$ cat src/rtl/core/ple_pkg.sv
`timescale 1ns / 1ps
// ple_pkg: shared types, request and status codes for the positional list engine
// depends on nothing; used by ple_cell, ple_ctrl and positional_list_engine

package ple_pkg;

	localparam int DEPTH_DEF   = 64;
	localparam int ENTRY_W_DEF = 32;
	localparam int REQ_W       = 4;
	localparam int POS_W       = 7;
	localparam int VALUE_W     = 32;
	localparam int STATUS_W    = 2;
	localparam int COUNT_W     = 7;
	localparam int IDX_MAX_W   = 10;

	// request codes
	localparam logic [REQ_W-1:0] REQ_INS_FRONT = 4'd0;
	localparam logic [REQ_W-1:0] REQ_INS_BACK  = 4'd1;
	localparam logic [REQ_W-1:0] REQ_INS_AT    = 4'd2;
	localparam logic [REQ_W-1:0] REQ_REM_FRONT = 4'd3;
	localparam logic [REQ_W-1:0] REQ_REM_BACK  = 4'd4;
	localparam logic [REQ_W-1:0] REQ_REM_AT    = 4'd5;
	localparam logic [REQ_W-1:0] REQ_READ      = 4'd6;
	localparam logic [REQ_W-1:0] REQ_WRITE     = 4'd7;
	localparam logic [REQ_W-1:0] REQ_CLEAR     = 4'd8;

	// status codes
	localparam logic [STATUS_W-1:0] ST_OK     = 2'd0;
	localparam logic [STATUS_W-1:0] ST_EMPTY  = 2'd1;
	localparam logic [STATUS_W-1:0] ST_BADPOS = 2'd2;
	localparam logic [STATUS_W-1:0] ST_FULL   = 2'd3;

	typedef enum logic [1:0] {
		CELL_HOLD,
		CELL_INSERT,
		CELL_REMOVE,
		CELL_WRITE
	} cell_op_t;

	// broadcast to every cell of the row
	typedef struct packed {
		cell_op_t               op;
		logic                   capture;
		logic [IDX_MAX_W-1:0]   idx;
	} cell_ctrl_t;

	// controller status toward the top level
	typedef struct packed {
		logic                   busy;
		logic                   done;
		logic                   rd_en;
		logic [STATUS_W-1:0]    status;
	} ctrl_stat_t;

	typedef struct packed {
		logic [REQ_W-1:0]       req_type;
		logic [POS_W-1:0]       position;
		logic [VALUE_W-1:0]     value;
	} req_t;

	typedef struct packed {
		logic [STATUS_W-1:0]    status;
		logic [VALUE_W-1:0]     read_value;
		logic [COUNT_W-1:0]     count;
	} rsp_t;

endpackage

$ cat src/rtl/core/ple_ctrl.sv
`timescale 1ns / 1ps
// ple_ctrl: request decode, entry count, status and readout timing
// depends on ple_pkg

module ple_ctrl #(
	parameter int DEPTH = ple_pkg::DEPTH_DEF,
	localparam int CNT_W = $clog2(DEPTH + 1)
) (
	input  logic                    clk,
	input  logic                    arst_n,
	input  logic                    start,
	input  ple_pkg::req_t           req,
	output ple_pkg::cell_ctrl_t     cell_ctrl,
	output ple_pkg::ctrl_stat_t     stat,
	output logic [CNT_W-1:0]        count
);

	localparam int IDX_W = $clog2(DEPTH);
	localparam int CMP_W = (CNT_W > ple_pkg::POS_W) ? CNT_W : ple_pkg::POS_W;

	logic [CNT_W-1:0]               count_q;
	logic [IDX_W-1:0]               wait_q;
	logic                           pend_q;
	logic                           rd_en_q;
	logic [ple_pkg::STATUS_W-1:0]   status_q;

	logic [CMP_W-1:0]               pos_c;
	logic [CMP_W-1:0]               cnt_c;
	logic [CMP_W-1:0]               tgt;
	logic                           full;
	logic                           empty;
	logic                           accept;
	logic                           busy;
	ple_pkg::cell_op_t              op;
	logic                           capture;
	logic [ple_pkg::STATUS_W-1:0]   st;
	logic [CNT_W-1:0]               cnt_nxt;

	assign pos_c  = CMP_W'(req.position);
	assign cnt_c  = CMP_W'(count_q);
	assign full   = (count_q == CNT_W'(DEPTH));
	assign empty  = (count_q == '0);
	assign busy   = pend_q && (wait_q != '0);
	assign accept = start && !busy;

	always_comb begin
		op      = ple_pkg::CELL_HOLD;
		capture = 1'b0;
		tgt     = '0;
		st      = ple_pkg::ST_OK;
		cnt_nxt = count_q;
		case (req.req_type)
			ple_pkg::REQ_INS_FRONT, ple_pkg::REQ_INS_BACK, ple_pkg::REQ_INS_AT: begin
				if (req.req_type == ple_pkg::REQ_INS_AT && pos_c > cnt_c) begin
					st = ple_pkg::ST_BADPOS;
				end else if (full) begin
					st = ple_pkg::ST_FULL;
				end else begin
					op = ple_pkg::CELL_INSERT;
					if (req.req_type == ple_pkg::REQ_INS_FRONT)
						tgt = '0;
					else if (req.req_type == ple_pkg::REQ_INS_BACK)
						tgt = cnt_c;
					else
						tgt = pos_c;
					cnt_nxt = count_q + CNT_W'(1);
				end
			end
			ple_pkg::REQ_REM_FRONT, ple_pkg::REQ_REM_BACK, ple_pkg::REQ_REM_AT: begin
				if (empty) begin
					st = ple_pkg::ST_EMPTY;
				end else if (req.req_type == ple_pkg::REQ_REM_AT && pos_c >= cnt_c) begin
					st = ple_pkg::ST_BADPOS;
				end else begin
					op      = ple_pkg::CELL_REMOVE;
					capture = 1'b1;
					if (req.req_type == ple_pkg::REQ_REM_FRONT)
						tgt = '0;
					else if (req.req_type == ple_pkg::REQ_REM_BACK)
						tgt = cnt_c - CMP_W'(1);
					else
						tgt = pos_c;
					cnt_nxt = count_q - CNT_W'(1);
				end
			end
			ple_pkg::REQ_READ, ple_pkg::REQ_WRITE: begin
				if (empty) begin
					st = ple_pkg::ST_EMPTY;
				end else if (pos_c >= cnt_c) begin
					st = ple_pkg::ST_BADPOS;
				end else if (req.req_type == ple_pkg::REQ_READ) begin
					capture = 1'b1;
					tgt     = pos_c;
				end else begin
					op  = ple_pkg::CELL_WRITE;
					tgt = pos_c;
				end
			end
			ple_pkg::REQ_CLEAR: begin
				cnt_nxt = '0;
			end
			default: begin
				cnt_nxt = count_q;
			end
		endcase
	end

	always_comb begin
		cell_ctrl.op      = accept ? op : ple_pkg::CELL_HOLD;
		cell_ctrl.capture = accept && capture;
		cell_ctrl.idx     = ple_pkg::IDX_MAX_W'(tgt[IDX_W-1:0]);
	end

	always_ff @(posedge clk or negedge arst_n) begin
		if (!arst_n) begin
			count_q  <= '0;
			wait_q   <= '0;
			pend_q   <= 1'b0;
			rd_en_q  <= 1'b0;
			status_q <= ple_pkg::ST_OK;
		end else if (accept) begin
			count_q  <= cnt_nxt;
			wait_q   <= capture ? tgt[IDX_W-1:0] : '0;
			pend_q   <= 1'b1;
			rd_en_q  <= capture;
			status_q <= st;
		end else if (pend_q) begin
			if (wait_q != '0)
				wait_q <= wait_q - IDX_W'(1);
			else
				pend_q <= 1'b0;
		end
	end

	always_comb begin
		stat.busy   = busy;
		stat.done   = pend_q && (wait_q == '0);
		stat.rd_en  = rd_en_q;
		stat.status = status_q;
	end

	assign count = count_q;

endmodule

$ cat config.mk
export PLATFORM = sky130hd
export DESIGN_NAME = ple_ctrl
export DESIGN_NICKNAME = d
export VERILOG_FILES = /design/src/rtl/core/ple_pkg.sv /design/src/rtl/core/ple_ctrl.sv
export SDC_FILE = /design/constraint.sdc
export NUM_CORES = 1
export LEC_CHECK = 0
export ABC_AREA = 0
export BUFFER_PORTS_ARGS = -buffer_cell sky130_fd_sc_hd__buf_2
export CORE_ASPECT_RATIO = 0.9
export CORE_UTILIZATION = 40
export CTS_BUF_LIST = sky130_fd_sc_hd__clkbuf_4 sky130_fd_sc_hd__clkbuf_8
export DETAILED_ROUTE_END_ITERATION = 7
export GPL_ROUTABILITY_DRIVEN = 0
export PLACE_DENSITY = 0.69
export RECOVER_POWER = 25
export SYNTH_ARGS = -nofsm -noshare
export SYNTH_HDL_FRONTEND = slang
export SYNTH_SLANG_ARGS = --single-unit
$ cat constraint.sdc
create_clock -name clk -period 2.5 [get_ports clk]
set_clock_uncertainty 0.1 [all_clocks]
set_input_delay 0.375 -clock clk [delete_from_list [all_inputs] [get_ports clk]]
set_output_delay 0.375 -clock clk [all_outputs]
set_load 0.01 [all_outputs]
==> summary.txt <==
Timing
  • Slew HR: 29.7%
  • Period Utilization, post-route: 114%
  • Final Hold Vio Count: 0
  • Measured slew at the worst slew-check pin: about 1100 ps
  • Setup WS post-layout: -355 ps
  • RSZ-0062 raised after global routing: yes
  • Worst hold slack: between 300 and 400 ps
  • Post-layout min period: 2850 ps
  • Fmax achieved: 0.350 GHz
  • Final setup vio count: 13
  • Max-slew violation count: 0

Worst setup path
  • Max stage delay on crit path: roughly 380 ps
  • Worst flop-to-flop path startpoint: count[3]
  • CP Max Fanout: 7
  • Startpoint Class: flip-flop
  • FF-to-FF setup slack: -110 ps
  • CP required: between 2000 and 2500 ps
  • CP max-delay cell: dfrtp_1
  • CP endpoint kind: primary output
  • R2R Path End: wait_q[0]
  • Cell mode on critical path: buf_4
  • R2R depth: 11
  • Cell Chain, Critical Path: inv_2 > ha_1 > nand4_1 > nor2_1 > buf_4 > a211oi_2 > buf_4 > a31o_2 > a311o_1 > buf_2
  • Setup Crit Path Kind: reg2out
  • Critical path data arrival time: ~2400 ps

Layout
  • Footprint of the multi-input gates: 1670 sq um
  • Area Overhead vs Synth: 53.3%
  • Share of cells above drive strength 1: 48.1%
  • Post-Layout Cell Count: between 400 and 500
  • Nets: slightly above 400
  • Filler instances: roughly 390
  • Register area: 429 sq um
  • Ant diodes: 0

Placement
  • Inst Count DP: 395
  • Number of port buffers: 34
  • Hpwl dp: about 5300 um

Clocking
  • CTS tree: built
  • Clk buf depth: 2
  • Clock sink count: 17
  • CTS root buffer: clkbuf_8
  • H-tree depth: 1
  • Reg clk slew, reported paths: about 80 ps
  • Clock buffer count from CTS: 3
  • Clk_lat worst skew: 260 ps

Floorplan
  • Die H: 68.9 um
  • Die X: 76.3 um
  • Starting Density: between 40% and 50%
  • Ports: between 70 and 80
  • # rows: 23
  • Core area: 4600 sq um
  • Die area: between 5000 and 6000 sq um

Detailed routing
  • DR top layer: met4
  • Via count: roughly 2500
  • Routed WL: roughly 7400 um
  • WL per Instance: ~18 um
  • Routed wl met3: 573 um
  • Met2 routed WL: between 3000 and 4000 um
  • Detailed Route Iter0 Violations: 322
  • Met1 wire length: around 3200 um
  • Drt drc: 0
  • Post-route ant nets: 0
  • DRT Pass-1 Iters: 5
  • Post-DR vias/cell: about 6.1

Pwr
  • Maximum vdd drop: around 0.55 mV
  • Static Leak: around 1.4 nW
  • Power density over the cells: approximately 1100 nW/um^2

Global route
  • Via count of the first global-routing pass: roughly 2300
  • First-pass GRT wire length: approximately 11000 um
  • Gr usage total: roughly 27%
  • Antenna violations before repair: 0
  • Largest net degree at the start of global routing: 18
  • Total gr overflow: 0

Synthesis
  • Async SR Flop Fraction: between 90% and 100%
  • Yosys reg bits: 17
  • Synth top area share: a little over a fifth
  • Register area share after synthesis: 21.4%
  • Synth top cells by count: nor2_1 (24), a21oi_1 (20), nand2_1 (19)
  • Post-synth EDFFs: 0
  • Synthesized area per cell: ~7.9 sq um
  • Ys Warns: 0
  • Post-Syn Area: just under 2000 sq um
  • Dominant synthesized flop cell: dfrtp_1
  • Count leader, synth: nor2_1
  • Unique cell type count in the Yosys netlist: a little over 60
  • Synth area leader: dfrtp_1
  • Top post-synthesis cells by area: dfrtp_1 (21%), ha_1 (6.9%), a21oi_1 (5.0%)
  • Mapped Cells: 251

Outcome
  • Outcome: finished with violations
  • Failing checks: negative setup slack

Hold path
  • Worst Hold Class: reg2reg
  • Min-delay src: status_q[0]
  • Hold EP: status_q[0]
  • Hold Path Depth: 2

Flow run
  • Maxcap violations: 0
## layout make-up
type	count	share of cell area, %
clock inverters	1	0.164
well taps	62	2.55
multi-input cells	206	54.8
repair buffers	111	25.3
inverters	13	1.68
flip-flops and latches	17	14.1
clock buffers	3	1.36
## worst max-delay path by stage
| stage | startpoint | endpoint | slack [ps] |
|---|---|---|---|
| 2_1_floorplan | count[0] | cell_ctrl[0] | -2 |
| 3_3_place_gp | req[32] | cell_ctrl[12] | -260 |
| 3_5_place_dp | req[32] | cell_ctrl[12] | -260 |
| 4_1_cts | count[0] | cell_ctrl[3] | -280 |
| 5_1_grt | count[3] | cell_ctrl[4] | -410 |
| 6_report | count[3] | cell_ctrl[0] | -350 |
## report_power, final
part	switching [W]	total, W	internal (W)	leakage, nW
clock network	0.000116	0.000227	0.000111	0.0255
logic	0.00126	0.00251	0.00125	1.18
registers	0.0000861	0.000477	0.000391	0.213
## repair_timing
action	CTS	global route
resized for setup	30	18
pin swaps	16	10
setup endpoints to repair	14	20
hold endpoints to repair	17	0
setup buffers	4	9
hold buffers	1	0
## flip-flops by register name, summed over array words and instances, names as in the netlist
register and count:
status_q 2, rd_en_q 1, count 7, pend_q 1, wait_q 6
## metrics by stage
step | area (sq um) | setup TNS (ps) | setup WS (ps) | utilization, % | total power, W
finish | 3050 | -2730 | -355 | 66.1 | 0.00322
global route | 3050 | -3730 | -407 | 66.1 | 0.00342
CTS | 2910 | -2200 | -276 | 63.3 | 0.00299
detailed placement | 2680 | -2490 | -257 | 58.3 | 0.00256
global placement | 2680 | -2210 | -262 | 58.3 | 0.00250
floorplan | 2090 | -2.45 | -2.45 | - | 0.00176
## cells by family after synthesis
logic type	Yosys count	share of synthesized area [%]
compound gates	88	33.1
xor+xnor	8	3.53
fa+ha+maj	11	6.93
buf+inv	31	7.30
flops	17	21.4
mux	6	3.09
other cells	1	0.189
simple gates	89	24.5
## per-layer routing
metal  track usage [%]  up-vias
met5                 0        -
met4              10.3        0
met3              5.92       38
met2              46.7      144
met1              33.9     1191
li1                  -     1145
## worst max-delay path: cells and delay by family (launching register included)
family,cells,cell delay (ps)
compound gates,3,600
buf+inv,4,540
flops,1,380
simple gates,2,320
fa+ha+maj,1,270
## cell usage in the layout, fill, tap and decap left out, drive strengths merged, types with 3 or more instances in the layout
cell type,instances
a211oi,3
xnor2,6
dfrtp,17
a31o,3
a22oi,4
a21oi,20
clkbuf,4
a22o,3
o211a,3
conb,4
nor2,24
o2111ai,3
o21ai,12
nor4,4
nor3,12
a31oi,6
inv,13
buf,109
ha,11
nor2b,4
a21o,5
mux2i,5
nand3,4
and3,4
nand2,19
nand2b,4
(Power assumes the default switching activity.)
