File: src/rtl/core/ple_pkg.sv
`timescale 1ns / 1ps
// ple_pkg: shared types, request and status codes for the positional list engine
// depends on nothing; used by ple_cell, ple_ctrl and positional_list_engine

package ple_pkg;

	localparam int DEPTH_DEF   = 64;
	localparam int ENTRY_W_DEF = 32;
	localparam int REQ_W       = 4;
	localparam int POS_W       = 7;
	localparam int VALUE_W     = 32;
	localparam int STATUS_W    = 2;
	localparam int COUNT_W     = 7;
	localparam int IDX_MAX_W   = 10;

	// request codes
	localparam logic [REQ_W-1:0] REQ_INS_FRONT = 4'd0;
	localparam logic [REQ_W-1:0] REQ_INS_BACK  = 4'd1;
	localparam logic [REQ_W-1:0] REQ_INS_AT    = 4'd2;
	localparam logic [REQ_W-1:0] REQ_REM_FRONT = 4'd3;
	localparam logic [REQ_W-1:0] REQ_REM_BACK  = 4'd4;
	localparam logic [REQ_W-1:0] REQ_REM_AT    = 4'd5;
	localparam logic [REQ_W-1:0] REQ_READ      = 4'd6;
	localparam logic [REQ_W-1:0] REQ_WRITE     = 4'd7;
	localparam logic [REQ_W-1:0] REQ_CLEAR     = 4'd8;

	// status codes
	localparam logic [STATUS_W-1:0] ST_OK     = 2'd0;
	localparam logic [STATUS_W-1:0] ST_EMPTY  = 2'd1;
	localparam logic [STATUS_W-1:0] ST_BADPOS = 2'd2;
	localparam logic [STATUS_W-1:0] ST_FULL   = 2'd3;

	typedef enum logic [1:0] {
		CELL_HOLD,
		CELL_INSERT,
		CELL_REMOVE,
		CELL_WRITE
	} cell_op_t;

	// broadcast to every cell of the row
	typedef struct packed {
		cell_op_t               op;
		logic                   capture;
		logic [IDX_MAX_W-1:0]   idx;
	} cell_ctrl_t;

	// controller status toward the top level
	typedef struct packed {
		logic                   busy;
		logic                   done;
		logic                   rd_en;
		logic [STATUS_W-1:0]    status;
	} ctrl_stat_t;

	typedef struct packed {
		logic [REQ_W-1:0]       req_type;
		logic [POS_W-1:0]       position;
		logic [VALUE_W-1:0]     value;
	} req_t;

	typedef struct packed {
		logic [STATUS_W-1:0]    status;
		logic [VALUE_W-1:0]     read_value;
		logic [COUNT_W-1:0]     count;
	} rsp_t;

endpackage

File: src/rtl/core/ple_cell.sv
`timescale 1ns / 1ps
// ple_cell: one storage cell of the list row plus one stage of the readout chain
// depends on ple_pkg

module ple_cell #(
	parameter int ENTRY_WIDTH = ple_pkg::ENTRY_W_DEF,
	parameter int CELL_IDX    = 0
) (
	input  logic                    clk,
	input  logic                    arst_n,
	input  ple_pkg::cell_ctrl_t     ctrl,
	input  logic [ENTRY_WIDTH-1:0]  wr_data,
	input  logic [ENTRY_WIDTH-1:0]  left_data,
	input  logic [ENTRY_WIDTH-1:0]  right_data,
	input  logic [ENTRY_WIDTH-1:0]  chain_in,
	output logic [ENTRY_WIDTH-1:0]  data,
	output logic [ENTRY_WIDTH-1:0]  chain_out
);

	localparam logic [ple_pkg::IDX_MAX_W-1:0] MY_IDX = ple_pkg::IDX_MAX_W'(CELL_IDX);

	logic [ENTRY_WIDTH-1:0] data_q;
	logic [ENTRY_WIDTH-1:0] chain_q;
	logic [ENTRY_WIDTH-1:0] data_nxt;
	logic                   here;
	logic                   above;

	assign here  = (ctrl.idx == MY_IDX);
	assign above = (MY_IDX > ctrl.idx);

	always_comb begin
		data_nxt = data_q;
		case (ctrl.op)
			ple_pkg::CELL_INSERT: begin
				if (here)
					data_nxt = wr_data;
				else if (above)
					data_nxt = left_data;
			end
			ple_pkg::CELL_REMOVE: begin
				if (here || above)
					data_nxt = right_data;
			end
			ple_pkg::CELL_WRITE: begin
				if (here)
					data_nxt = wr_data;
			end
			default: data_nxt = data_q;
		endcase
	end

	always_ff @(posedge clk) begin
		data_q <= data_nxt;
	end

	// readout chain moves one cell a cycle toward cell 0, zero filled from the top
	always_ff @(posedge clk or negedge arst_n) begin
		if (!arst_n) begin
			chain_q <= '0;
		end else if (ctrl.capture && here) begin
			chain_q <= data_q;
		end else begin
			chain_q <= chain_in;
		end
	end

	assign data      = data_q;
	assign chain_out = chain_q;

endmodule

File: config.mk
export PLATFORM = sky130hd
export DESIGN_NAME = ple_cell
export DESIGN_NICKNAME = d
export VERILOG_FILES = /design/src/rtl/core/ple_pkg.sv /design/src/rtl/core/ple_cell.sv
export SDC_FILE = /design/constraint.sdc
export NUM_CORES = 1
export LEC_CHECK = 0
export BUFFER_PORTS_ARGS = -buffer_cell sky130_fd_sc_hd__buf_4
export CORE_ASPECT_RATIO = 2
export CORE_UTILIZATION = 43
export DETAILED_ROUTE_END_ITERATION = 10
export GPL_TIMING_DRIVEN = 0
export PLACE_DENSITY = 0.78
export SLEW_MARGIN = 40
export SYNTH_ARGS = -nofsm -noshare
export SYNTH_HDL_FRONTEND = slang
export SYNTH_SLANG_ARGS = --single-unit
File: constraint.sdc
create_clock -name clk -period 1 [get_ports clk]
set_input_delay 0.05 -clock clk [delete_from_list [all_inputs] [get_ports clk]]
set_output_delay 0.05 -clock clk [all_outputs]
set_load 0.01 [all_outputs]
==> out/qor.yml, run 1 <==
vias: 3948
wirelength_mm: 15.8
reg2reg_from: "data[30]"
rsz0062_at_grt: "true"
seq_area_mm2: 0.00176
synthArstFlopShare: 0.500
hold_viol: 0
synth_edf_count: 32
ys.flop_type: "edfxtp_1"
route.detailed.drc: 0
die-height_um: 127
post_drt_wl_per_cell_um: 23.8
yosys.area.top_type: "edfxtp_1"
grt_max_degree: 33
cts_tree: "built"
core_mm2: 0.00760
fin_crit_sh: 1.21
finClkSkew_ns: 0.00833
cap_violations: 0
ys_types: 16
htreeDepth: 3
die_area_mm2: 0.00819
outcome: "complete, but fails checks"
place_congestion: 0.837
synth_area_leaders: "edfxtp_1 29%, dfrtp_1 24%, mux2_1 11%"
drt_iter0_markers: 488
hpwlAfterDp_mm: 8.72
clockBufferDepth: 2
dr_wl_met2_mm: 8.49
synth.avg_cell_area_um2: 11.4
clkTransAtPathRegs_ns: 0.05
wl_met1_mm: 5.04
p_per_area_mw_per_mm2: 1220
routed-wl-met3_mm: 1.25
worst_ep_arrival_time_ns: 1.24
synth_nets: 437
synthesis.area_mm2: 0.00336
globalRoute.totalOverflow: 0
antenna_left: 0
port_buffers: 206
ir_drop_uv: 1040
drt-pass1-iter-count: 5
rows: 45
period_minus_slack_ns: 1.21
multiInputGateArea_mm2: 0.00168
synth_commonest_cells: "33 x nand4_1, 33 x nor2b_1"
path_max_fanout: 8
nFillCells: 370
synth_top_cell_area_share: 0.286
final_util: 0.852
worstPathRequired_ns: 1.03
area_delta_synth_final_pct: 92.8
clock-root-buffer: "clkbuf_16"
start_kind: "input pin"
timing.rr.end: "chain_out[30]"
rrSetupSlack_ns: 0.03
top_layer: "met4"
crit_end: "data[23]"
timing.fmax_mhz: 829
drv_slew: 0
avgViaCountPerCell: 5.93
worst_hold_startpoint: "right_data[17]"
clock_sinks: 64
ys_ff_latch: 64
yosysSeqAreaShare: 0.525
drive_gt1_frac: 0.566
path_class: "in -> reg"
start_util: 0.442
grt_util_all_layers: 0.352
setup_viol: 96
antenna_found_initial: 0
crit_path_end_kind: "flip-flop"
violations: "negative setup slack"
relSlewSlack: 0.645
worst_slew_pin_slew_ns: 0.532
clkLatencyLatePin_ns: 0.34
r2r_cells: 2
cts_buffers: 9
n_antenna_cell: 0
syn_inst: 294
leakagePower_nw: 2.98
pin_count: 207
nets: 710
grt_pass1_wl_mm: 21.1
setup_ws_ns: -0.206
fin_setup_tns_ns: -13.80
critPathLaunch: "ctrl[7]"
total_power_mw: 7.89
yosys_warnings: 0
hold_path_class: "in -> reg"
die_w_um: 64.5
grt_pass1_vias: 4036
## power by group
part | total, mW | switching, mW | leakage [nW] | internal (mW)
sequential | 2.88 | 0.0273 | 0.649 | 2.86
combinational | 1.46 | 0.606 | 2.15 | 0.853
clock | 3.55 | 1.20 | 0.175 | 2.34
total | 7.89 | 1.84 | 2.98 | 6.05
## state kept, by name, indices dropped and copies added, names as in the netlist
register / count
chain_out: 32
data: 32
## layer usage
layer | global-route usage | vias up
li1 | - | 1679
met1 | 0.351 | 1851
met2 | 0.671 | 333
met3 | 0.0571 | 85
met4 | 0.179 | 0
met5 | 0 | -
## how the worst min path moves through the flow
stage	slack (ns)	cells past startpoint	endpoint
after global placement	-0.005	1	chain_out[2]
after CTS	0.02	3	data[22]
after detailed placement	0.009	1	chain_out[2]
after global routing	0.04	3	data[17]
final	0.03	3	data[17]
after floorplan	-0.25	0	chain_out[0]
## layout make-up
class / count / share of cell area
buffer: 29 / 0.0433
clock inverter: 2 / 0.00155
tap: 94 / 0.0182
clock buffer: 14 / 0.0524
multi-input combinational: 171 / 0.260
inverter: 32 / 0.0186
timing repair buffer: 260 / 0.334
sequential: 64 / 0.272
## metrics by stage
stage	worst slack (ns)	instance area, µm²	instances	hold slack, ns
after global routing	-0.249	6470	666	0.0364
after detailed placement	-0.910	5190	594	0.00939
final	-0.206	6470	666	0.0327
after global placement	-0.879	5190	594	-0.00470
after floorplan	-0.513	3530	294	-0.246
after CTS	-0.130	6250	661	0.0249
## layout by cell type, fill, tap and decap left out, types with 2 or more instances in the layout
cell type	count
o311ai_2	5
buf_6	12
clkbuf_2	4
o311ai_1	25
clkinv_2	2
o311ai_4	2
mux2_4	32
clkbuf_8	5
clkbuf_16	16
buf_4	212
buf_12	3
clkbuf_4	4
inv_1	32
nor2b_1	33
buf_8	4
dfrtp_1	32
nand4_1	33
dlygate4sd3_1	33
nor4_4	2
buf_16	2
buf_1	3
a22oi_1	19
o21a_4	4
a22oi_2	13
edfxtp_1	32
clkbuf_1	5
## logic make-up after synthesis
kind of cell / synth area share
simple gates: 0.140
mux: 0.107
compound gates: 0.157
flops: 0.525
buf+inv: 0.0704
## critical path, cell delays in order
cell and delay [ns]:
buf_6 0.09, nor4_4 0.29, buf_4 0.17, and3_4 0.23
clkbuf_16 0.17, o21a_4 0.22
## repair_timing
item,4_1_cts,5_1_grt
cloned,6,2
resized for setup,51,44
setup endpoints to repair,95,100
hold buffers,33,0
buffers inserted,13,3
hold endpoints to repair,64,0
pin swaps,5,10
Note: power is estimated with default switching activity, not from simulation.
==> inputs of run 2 (changes only) <==
==> constraint.sdc (replaced) <==
create_clock -name clk -period 1 [get_ports clk]
set_input_delay 0.2 -clock clk [delete_from_list [all_inputs] [get_ports clk]]
set_output_delay 0.2 -clock clk [all_outputs]
set_load 0.01 [all_outputs]
==> out/qor.yml, run 2 (same netlist as run 1, synthesis figures left out) <==
total_power_mw: 7.86
layout_common_cells: "178 x buf_4, 77 x buf_6, 33 x nand4_1"
path_max_fanout: 10
timing.fmax_mhz: 722
area_delta_synth_final_pct: 96.4
clock-root-buffer: "clkbuf_16"
timing.rr.end: "chain_out[21]"
hold_path_class: "in -> reg"
die_area_mm2: 0.00819
layout_commonest_cell: "buf_4"
outcome: "complete, but fails checks"
drive_gt1_frac: 0.617
use_met1: 0.371
post_drt_wl_per_cell_um: 24.7
multiInputGateArea_mm2: 0.00166
violations: "negative setup slack"
crit_chain: "buf_6, nor4_4, buf_4, nand4_1, buf_6, buf_12, mux2_4"
grt_pass1_wl_mm: 21.5
vias: 4089
hpwlAfterDp_mm: 8.72
htreeDepth: 3
die_w_um: 64.5
setup_ws_ns: -0.384
grt_pass1_vias: 3996
met3_usage: 0.0571
rows: 45
worst_slew_pin_slew_ns: 0.544
wirelength_mm: 16.4
drv_slew: 0
clockBufferDepth: 2
grt_busiest_layer: "met2"
globalRoute.totalOverflow: 0
pin_count: 207
worst_ep_arrival_time_ns: 1.59
rsz0062_at_grt: "true"
finClkSkew_ns: 0.00573
seq_area_mm2: 0.00176
fin_crit_sh: 1.38
grt_util_all_layers: 0.359
r2r_cells: 3
relSlewSlack: 0.638
rrSetupSlack_ns: -0.14
worstPathRequired_ns: 1.21
cts_buffers: 9
antenna_found_initial: 0
ir_drop_uv: 1020
nets: 707
n_antenna_cell: 0
clkLatencyLatePin_ns: 0.34
period_minus_slack_ns: 1.38
final_util: 0.868
route.detailed.drc: 0
start_kind: "input pin"
clock_sinks: 64
use_met2: 0.664
whs_path_depth: 2
avgViaCountPerCell: 6.17
hold_end: "chain_out[24]"
setup_viol: 160
leakagePower_nw: 3.07
drt_iter0_markers: 447
worst_hold_startpoint: "chain_in[24]"
place_congestion: 0.837
cap_violations: 0
crit_path_end_kind: "flip-flop"
crit_path_frequent_cell: "buf_6"
antenna_left: 0
grt_max_degree: 33
port_buffers: 206
cp_slowest_cell: "mux2_4"
cts_tree: "built"
hold_viol: 0
start_util: 0.442
die-height_um: 127
clkTransAtPathRegs_ns: 0.06
reg2reg_from: "data[21]"
drt-pass1-iter-count: 5
path_class: "in -> reg"
nFillCells: 336
crit_path_max_incr_delay_ns: 0.34
core_mm2: 0.00760
p_per_area_mw_per_mm2: 1190
[run 2: changes by cell type in the layout (fill, tap and decap cells not counted), sizes merged]
cell	change
dlygate4sd3	-32
buf	+29
[run 2: power by group]
part           total [mW]  switching [mW]  internal (mW)
Combinational        1.40           0.583          0.813
Clock                3.57            1.23           2.34
Sequential           2.89          0.0395           2.86
Total                7.86            1.85           6.01
[run 2: critical path: cells and delay by family]
kind	cells	cell delay [ns]
buffers and inverters	4	0.63
muxes	1	0.34
and+or+nand+nor	2	0.40
[run 2: what timing repair did]
action,in CTS,in global routing
buffers inserted,30,16
resized for setup,113,45
gates cloned,6,2
hold buffers,1,0
pin swaps,5,7
hold endpoints to repair,32,0
endpoints found under the setup margin,160,160
[run 2: layout make-up]
cell class              instances  share of cell area
plain buffers                  29              0.0442
clock buffers                  14              0.0514
clock inverters                 2             0.00152
inverters                      32              0.0182
multi-input cells             171               0.252
flip-flops and latches         64               0.267
well taps                      94              0.0178
repair buffers                257               0.348
[run 2: metal layers]
metal | vias to the layer above | share of wire | routed length [µm]
li1 | 1675 | - | -
met1 | 1938 | 0.31 | 5130
met2 | 381 | 0.54 | 8870
met3 | 95 | 0.083 | 1350
met4 | 0 | 0.063 | 1040
met5 | - | 0 | 0
[run 2: metrics by stage]
| step | cell area [µm²] | setup slack [ns] | TNS, ns | hold WS [ns] | std cells |
|---|---|---|---|---|---|
| detailed placement | 5190 | -1.06 | -89.58 | 0.159 | 594 |
| finish | 6600 | -0.384 | -32.95 | 0.0893 | 663 |
| floorplan | 3530 | -0.663 | -50.98 | -0.0956 | 294 |
| global route | 6600 | -0.425 | -38.41 | 0.0906 | 663 |
| global placement | 5190 | -1.03 | -85.72 | 0.145 | 594 |
| CTS | 6300 | -0.280 | -27.66 | 0.0898 | 647 |
[run 2: worst max path at each step]
| stage | start | endpoint | slack (ns) |
|---|---|---|---|
| 3_3_place_gp | ctrl[3] | data[11] | -1.03 |
| 3_5_place_dp | ctrl[7] | data[4] | -1.06 |
| 2_1_floorplan | ctrl[7] | data[0] | -0.66 |
| 4_1_cts | ctrl[4] | chain_out[18] | -0.28 |
| 6_report | ctrl[7] | chain_out[7] | -0.38 |
| 5_1_grt | ctrl[1] | chain_out[7] | -0.43 |
